$ cat src/rtl/acrv_pkg.sv
package acrv_pkg;

  localparam int SAMPLE_W  = 16;
  localparam int GAIN_W    = 16;
  localparam int LINE_W    = 24;
  localparam int OUT_W     = 26;
  localparam int FRAC      = 16;
  // signal path width in Q16, covers the worst case growth through three allpasses
  localparam int XW        = 48;
  // exact product of gain and a signal value
  localparam int ACC_W     = 62;
  localparam int MUL_W     = GAIN_W + 1 + LINE_W;
  // low part of a split multiplication operand
  localparam int LO_W      = LINE_W - 1;

  localparam int AP_LEN_C  = 43;
  localparam int NUM_AP    = 3;
  localparam int NUM_COMB  = 4;
  localparam int NUM_SEC   = NUM_AP + NUM_COMB;
  localparam int SEC_W     = 3;
  localparam int CIDX_W    = 2;

  localparam int CFG_IDX_W = 3;
  localparam logic [CFG_IDX_W-1:0] CFG_AP_GAIN = 3'd0;
  localparam logic [CFG_IDX_W-1:0] CFG_COMB_A  = 3'd1;
  localparam logic [CFG_IDX_W-1:0] CFG_COMB_B  = 3'd2;
  localparam logic [CFG_IDX_W-1:0] CFG_COMB_C  = 3'd3;
  localparam logic [CFG_IDX_W-1:0] CFG_COMB_D  = 3'd4;

  localparam logic [GAIN_W-1:0] AP_GAIN_RST = 16'd45875;

  typedef enum logic [3:0] {
    OP_NONE,
    OP_LOAD,
    OP_MUL_D,
    OP_T,
    OP_MUL_LO,
    OP_MUL_HI,
    OP_ACC,
    OP_TR,
    OP_AP_OUT,
    OP_C_SUM,
    OP_FIN
  } op_e;

  typedef struct packed {
    op_e               op;
    logic [GAIN_W-1:0] gain;
  } ctl_t;

endpackage

$ cat src/rtl/acrv_dpath.sv
module acrv_dpath (
  input  logic                                   clk_i,
  input  acrv_pkg::ctl_t                         ctl_i,
  input  logic signed [acrv_pkg::SAMPLE_W-1:0]   left_i,
  input  logic signed [acrv_pkg::SAMPLE_W-1:0]   right_i,
  input  logic signed [acrv_pkg::LINE_W-1:0]     rdata_i,
  output logic        [acrv_pkg::LINE_W-1:0]     line_wdata_o,
  output logic signed [acrv_pkg::OUT_W-1:0]      reverb_o
);
  import acrv_pkg::*;

  logic signed [XW-1:0]     x_q, t_q, sum_q;
  logic signed [ACC_W-1:0]  acc_q;
  logic signed [MUL_W-1:0]  mul_q;
  logic signed [LINE_W-1:0] d_q;
  logic signed [OUT_W-1:0]  out_q;

  logic signed [SAMPLE_W:0] mono;
  logic signed [LINE_W-1:0] mul_b;
  logic signed [MUL_W-1:0]  prod;
  logic signed [XW-1:0]     t_int, sum_int;
  logic                     t_ovf, sum_ovf;

  assign mono = {left_i[SAMPLE_W-1], left_i} + {right_i[SAMPLE_W-1], right_i};

  // the one multiplier, gain times a 24-bit operand
  always_comb begin
    case (ctl_i.op)
      OP_MUL_LO: mul_b = {1'b0, t_q[LO_W-1:0]};
      OP_MUL_HI: mul_b = t_q[LO_W+LINE_W-1:LO_W];
      default:   mul_b = rdata_i;
    endcase
  end

  assign prod = $signed({1'b0, ctl_i.gain}) * mul_b;

  // truncation toward zero: bias negative values before the shift
  assign t_int = (t_q + $signed({{(XW-FRAC){1'b0}}, {FRAC{t_q[XW-1]}}})) >>> FRAC;
  assign sum_int = (sum_q + $signed({{(XW-FRAC){1'b0}}, {FRAC{sum_q[XW-1]}}})) >>> FRAC;

  assign t_ovf = !((&t_int[XW-1:LINE_W-1]) || !(|t_int[XW-1:LINE_W-1]));
  assign sum_ovf = !((&sum_int[XW-1:OUT_W-1]) || !(|sum_int[XW-1:OUT_W-1]));

  always_comb begin
    if (t_ovf) begin
      line_wdata_o = t_int[XW-1] ? {1'b1, {(LINE_W-1){1'b0}}} : {1'b0, {(LINE_W-1){1'b1}}};
    end else begin
      line_wdata_o = t_int[LINE_W-1:0];
    end
  end

  always_ff @(posedge clk_i) begin
    case (ctl_i.op)
      OP_LOAD: begin
        x_q   <= XW'(mono) <<< FRAC;
        sum_q <= '0;
      end
      OP_MUL_D: begin
        mul_q <= prod;
        d_q   <= rdata_i;
      end
      OP_T:      t_q   <= x_q + XW'(mul_q);
      OP_MUL_LO: mul_q <= prod;
      OP_MUL_HI: begin
        acc_q <= ACC_W'(mul_q);
        mul_q <= prod;
      end
      OP_ACC:    acc_q <= acc_q + (ACC_W'(mul_q) <<< LO_W);
      OP_TR: begin
        acc_q <= (acc_q + $signed({{(ACC_W-FRAC){1'b0}}, {FRAC{acc_q[ACC_W-1]}}})) >>> FRAC;
      end
      OP_AP_OUT: x_q   <= (XW'(d_q) <<< FRAC) - XW'(acc_q);
      OP_C_SUM:  sum_q <= sum_q + t_q;
      OP_FIN: begin
        if (sum_ovf) begin
          out_q <= sum_int[XW-1] ? {1'b1, {(OUT_W-1){1'b0}}} : {1'b0, {(OUT_W-1){1'b1}}};
        end else begin
          out_q <= sum_int[OUT_W-1:0];
        end
      end
      default: ;
    endcase
  end

  assign reverb_o = out_q;

endmodule

$ cat config.mk
export PLATFORM = sky130hd
export DESIGN_NAME = acrv_dpath
export DESIGN_NICKNAME = d
export VERILOG_FILES = /design/src/rtl/acrv_pkg.sv /design/src/rtl/acrv_dpath.sv
export SDC_FILE = /design/constraint.sdc
export NUM_CORES = 2
export LEC_CHECK = 0
export BUFFER_PORTS_ARGS = -buffer_cell sky130_fd_sc_hd__buf_2
export CAP_MARGIN = 20
export CORE_UTILIZATION = 50
export DETAILED_ROUTE_END_ITERATION = 10
export PLACE_DENSITY = 0.63
export SYNTH_ARGS = -nofsm -noshare
export SYNTH_HDL_FRONTEND = slang
export SYNTH_SLANG_ARGS = --single-unit
export TNS_END_PERCENT = 5
$ cat constraint.sdc
create_clock -name clk_i -period 10.12 [get_ports clk_i]
set_clock_uncertainty 0.2 [all_clocks]
set_input_delay 0 -clock clk_i [delete_from_list [all_inputs] [get_ports clk_i]]
set_output_delay 0 -clock clk_i [all_outputs]
set_load 0.01 [all_outputs]
# [After elaboration in Yosys (flattened, before gate mapping)]
# Cells that the tools add are included.
[word_totals] output_inout_bits=50 inputBits=77 ff_bits=297
[classes] mul=1 eq_ne=10 n_addsub=8 reduce_logical=12 muxes=8
[ops] cell="case mux 48 bit (2 select lines)" n=2
[ops] cell="case mux 62 bit (3 select lines)" n=1
[ops] cell="adder 48 x 17 -> 48 bit" n=2
[ops] cell="adder 62 x 17 -> 62 bit" n=1
[ops] cell="adder 62 bit" n=1
[ops] cell="2-to-1 mux 26 bit" n=2
[ops] cell="adder 48 x 41 -> 48 bit" n=1
[ops] cell="adder 48 bit" n=1
[ops] cell="2-to-1 mux 24 bit" n=2
[ops] cell="case mux 24 bit (2 select lines)" n=1
[ops] cell="subtractor 40 x 48 -> 48 bit" n=1
[ops] cell="multiplier 17 x 24 -> 41 bit" n=1
[ops] cell="adder 16 x 16 -> 17 bit" n=1
[ops] cell="== test 4 x 3 -> 1 bit (second input constant)" n=4
[ops] cell="== test 4 bit (second input constant)" n=3
[ops] cell="AND reduction 9 bit" n=1
[ops] cell="OR reduction 9 bit" n=1
[ops] cell="== test 4 x 2 -> 1 bit (second input constant)" n=2
[ops] cell="AND reduction 7 bit" n=1
[ops] cell="OR reduction 7 bit" n=1
[ops] cell="== test 4 x 1 -> 1 bit (second input constant)" n=1
[ops] cell="nonzero test 2 bit" n=2
[ops] cell="nonzero test 3 bit" n=1
[ops] cell="OR reduction 3 bit" n=1
[ops] cell="other kinds (2)" n=4

# [Longest topological paths before layout]
[logic_depth] ltp_word=5 ltp_mapped=33

# [Least setup slack after synthesis]
# OpenSTA, ideal clock, no wires.
[synth_path] kind="input port to flip-flop" from="in ctl_i[16] (netlist name)" to="reg mul_q[39], data pin" t_arrival_ns=7.602 n_path_buf=5 slack_ns=2.061 setup_time_ns=0.258 cell_stages=31 cell_sequence="clkbuf_1 -> clkbuf_1 -> clkbuf_1 -> mux2i_1 -> a21oi_1 -> clkbuf_1 -> nand2_1 -> fa_1 -> inv_1 -> fa_1 -> inv_1 -> fa_1 -> inv_1 -> fa_1 -> fa_1 -> inv_1 -> fa_1 -> inv_1 -> ha_1 -> clkbuf_1 -> o21a_1 -> o211ai_1 -> a21o_1 -> a311oi_1 -> o2111a_1 -> a211o_1 -> a311oi_1 -> a21oi_1 -> a21o_1 -> a21oi_1 -> xnor2_1"
[synth_via] elab_chain_len=3
[synth_lines] item="from (decl)" line="acrv_dpath.sv:3" text="input acrv_pkg::ctl_t ctl_i,"
[synth_lines] item="== test 4 x 3 -> 1 bit" line="acrv_dpath.sv:28" text="case (ctl_i.op)"
[synth_lines] item="case mux 24 bit (2 select lines) (*)" line="acrv_dpath.sv:28"
[synth_lines] item="multiplier 17 x 24 -> 41 bit (*)" line="acrv_dpath.sv:35" text="assign prod = $signed({1'b0, ctl_i.gain}) * mul_b;"
[synth_lines] item="net prod[39]" line="acrv_dpath.sv:20" text="logic signed [MUL_W-1:0] prod;"
[synth_lines] item="to (signal assigned)" line="acrv_dpath.sv:59" text="mul_q <= prod;"
[synth_lines] item="to (signal assigned)" line="acrv_dpath.sv:63" text="OP_MUL_LO: mul_q <= prod;"
[synth_lines] item="to (signal assigned)" line="acrv_dpath.sv:66" text="mul_q <= prod;"
[synth_lines] item="to (decl)" line="acrv_dpath.sv:14" text="logic signed [MUL_W-1:0] mul_q;"
# The timed path passes the listed nets; every way through them passes the cells marked *.
# A chain may end at the register's enable or synchronous reset.

# [Final worst setup path]
[layout_path] from="in ctl_i[19] (netlist name)" to="reg mul_q[40], data pin"
# Same word-level chain as after synthesis.

==> metrics.txt <==
Simple-Gate Fraction of Synth Area=15.2%; Reg2Reg Depth=23; min Tclk post-route=8660 ps; Clock Root Buffer=clkbuf_16; die height=275 um; max-slew violation count=0; Combinational Power Share=76.3%; Final Hold Vio Count=0; failing checks=DRC; die area=0.0755 mm^2; Seq pwr share=15.7%; initial antenna violation count=2; Overall Power=16.5 mW; final global-route overflow total=0; Starting Density=50.7%; CP max stage delay=790 ps; worst-case clock buffer depth=3; Setup TNS=0 ps; crit path DAT=8770 ps; initial drt markers=2384; cell mode on critical path=fa_1; max-cap violation count=0; DPL Wire Length=86.8 mm; TritonCTS buffer count=35; Util after Layout=55.6%; DR vias/cell=5.77; largest net degree at the start of global routing=53; clk slew on worst S/H paths=60 ps; CTS sink count=297; Pleak=18.6 nW; postcts setup bufs=0; placer congestion estimate=0.917; fin nets=4960; critical path's slowest cell=a21oi_1; WP data required=10230 ps; Synth Cell Area=0.0372 mm^2; global-route wire length before repair=171 mm; crit path capture type=flop; #FFs+latches synth=297; mux cell area share after synthesis=0.783%; final setup fails=0; Area Growth Syn to Fin=9.53%; post-CTS sizing=0; share of cells above drive strength 1=6.48%; GR Util All Layers=30.0%; vias in the first global route=29300; largest family of logic cells by synthesized area=adder cells; Worst Hold Class=in2reg; ys async rst share=0%; largest fanout on the critical path=16; fin crit share=85.5%; internal cell power=8.43 mW; DRC violations left=10; CTS tree=yes; Net Sw Frac=48.9%; DRT Pass-1 Iters=9; Synth Flop Type=edfxtp_1; post-synthesis xor/xnor area fraction=7.27%; Buffers & Inverters on Critical Path=4; Syn Inst Count=4034; Detail Route Antenna Nets=0; fmax=0.116 GHz; worst reg2reg path startpoint=t_q[32]$_DFFE_PN_; hold_sp=right_i[8]; Yosys warnings=0; Crit Path Category=in2reg; unrepaired setup endpoints after global routing=false; switching power=8.07 mW; via count=29800; syn_nets=4818; I/O Buffers=126; r2r setup slk=1760 ps; hold endpoint=x_q[27]$_DFFE_PP_; clock network power share=8.0%; drt wl/cell=21.8 um; Hold Path Cell Cnt=5; Worst slew margin=27.2%; clk_lat worst skew=570 ps; startpoint types=input port; syn avg cell area=9.23 um^2; FP Rows=99; Post-synth EDFFs=297; total wire length=112 mm; CP delay by family, top=adder cells; worst-margin pin slew=1090 ps; run status=complete, but fails checks; PwrDens=405 mW/mm^2; CTS Hold Bufs=69; dpl ws=1620 ps; Synth Area in Compound Gates=14.5%; fin worst setup slack=1460 ps; Die X=275 um; H-tree levels=2; Seq/Total Area, Yosys=24.0%; adder-cell share of the synthesized area=31.5%; # IOs=127; unique cell type count in the Yosys netlist=89; VDD IR max=592 uV; core region area=0.0733 mm^2; worst reg2reg endpoint=mul_q[40]$_DFFE_PP_
[cell usage after synthesis, drive strengths merged, types with 28 or more instances]
master / number / area share [%]
clkbuf: 118 / 1.2
inv: 547 / 5.5
edfxtp: 297 / 24
xnor2: 187 / 4.4
fa: 381 / 20
mux2i: 28 / 0.75
nand2: 407 / 4.1
xor2: 122 / 2.9
a21oi: 240 / 3.2
and3: 45 / 0.76
nand4: 38 / 0.64
and2: 178 / 3.0
nor3: 50 / 0.67
o21a: 30 / 0.61
nand2b: 29 / 0.49
o21ai: 204 / 2.8
nand3: 89 / 1.2
nor2: 244 / 2.5
ha: 326 / 11
a21o: 158 / 3.2
[metal layers]
layer,track usage [%],up-vias,wire length (um)
met5,0,-,27
met4,9.80,4,3850
met3,4.68,213,7270
met2,51.3,956,54200
met1,38.8,14700,47000
li1,-,13900,-
[logic make-up after synthesis]
logic type               Yosys count
AO/OA/AOI/OAI                    842
flip-flops                       297
buffers and inverters            677
adder cells (fa/ha/maj)          707
multiplexers                      29
AND/OR/NAND/NOR                 1173
XOR/XNOR                         309
[cells in the final DEF (no fill, tap or decap), drive strengths merged, types with 69 or more instances in the layout]
cell	count
inv	549
nand2	407
fa	381
ha	326
edfxtp	297
nor2	244
a21oi	240
o21ai	204
xnor2	187
and2	178
buf	166
a21o	158
xor2	122
nand3	89
dlygate4sd3	69
[worst reg2reg max path, delay by kind of cell (launching register included)]
kind,cells,cell delay [ps]
adders and majority gates,7,3410
DFF,1,520
buffers and inverters,2,380
AOI/OAI and AO/OA,8,2700
muxes,1,140
and+or+nand+nor,4,680
xor gates and xnor gates,1,100
[sequential cells by signal, indices dropped and copies added (netlist names)]
name and cells:
acc_q 62, d_q 24, mul_q 41, reverb_o 26, sum_q 48, t_q 48, x_q 48
[power by group through the flow]
stage	registers [mW]	logic [mW]	clock network (mW)
after floorplan	2.32	9.73	0
after global placement	2.60	12.5	0
after detailed placement	2.59	12.6	0
after CTS	2.57	12.7	1.34
after global routing	2.57	14.2	1.39
final	2.59	12.6	1.33
[through the flow]
| step | hold slack (ps) | instances | area, um^2 |
|---|---|---|---|
| after global placement | 64.6 | 5028 | 38900 |
| after global routing | 48.7 | 5158 | 40800 |
| after CTS | 20.2 | 5157 | 40700 |
| final | 38.3 | 5159 | 40800 |
| after detailed placement | 62.9 | 5028 | 38900 |
| after floorplan | -101 | 4034 | 37200 |
[worst max path at each step]
stage	from	end	slack (ps)	cells after the start
2_1_floorplan	ctl_i[16]	mul_q[39]$_DFFE_PP_	2060	31
3_3_place_gp	ctl_i[19]	mul_q[40]$_DFFE_PP_	1840	26
3_5_place_dp	ctl_i[19]	mul_q[40]$_DFFE_PP_	1620	26
4_1_cts	ctl_i[19]	mul_q[40]$_DFFE_PP_	1560	28
5_1_grt	ctl_i[19]	mul_q[40]$_DFFE_PP_	1010	29
6_report	ctl_i[19]	mul_q[40]$_DFFE_PP_	1460	27
[layout make-up]
type	count	area (um^2)
Antenna cell	1	2.50
Tap cell	959	1200
Clock inverter	20	243
Clock buffer	40	916
Fill cell	6710	32600
Timing Repair Buffer	235	1640
Inverter	547	2050
Sequential cell	297	8920
Multi-Input combinational cell	3060	25800
(Power assumes the default switching activity.)
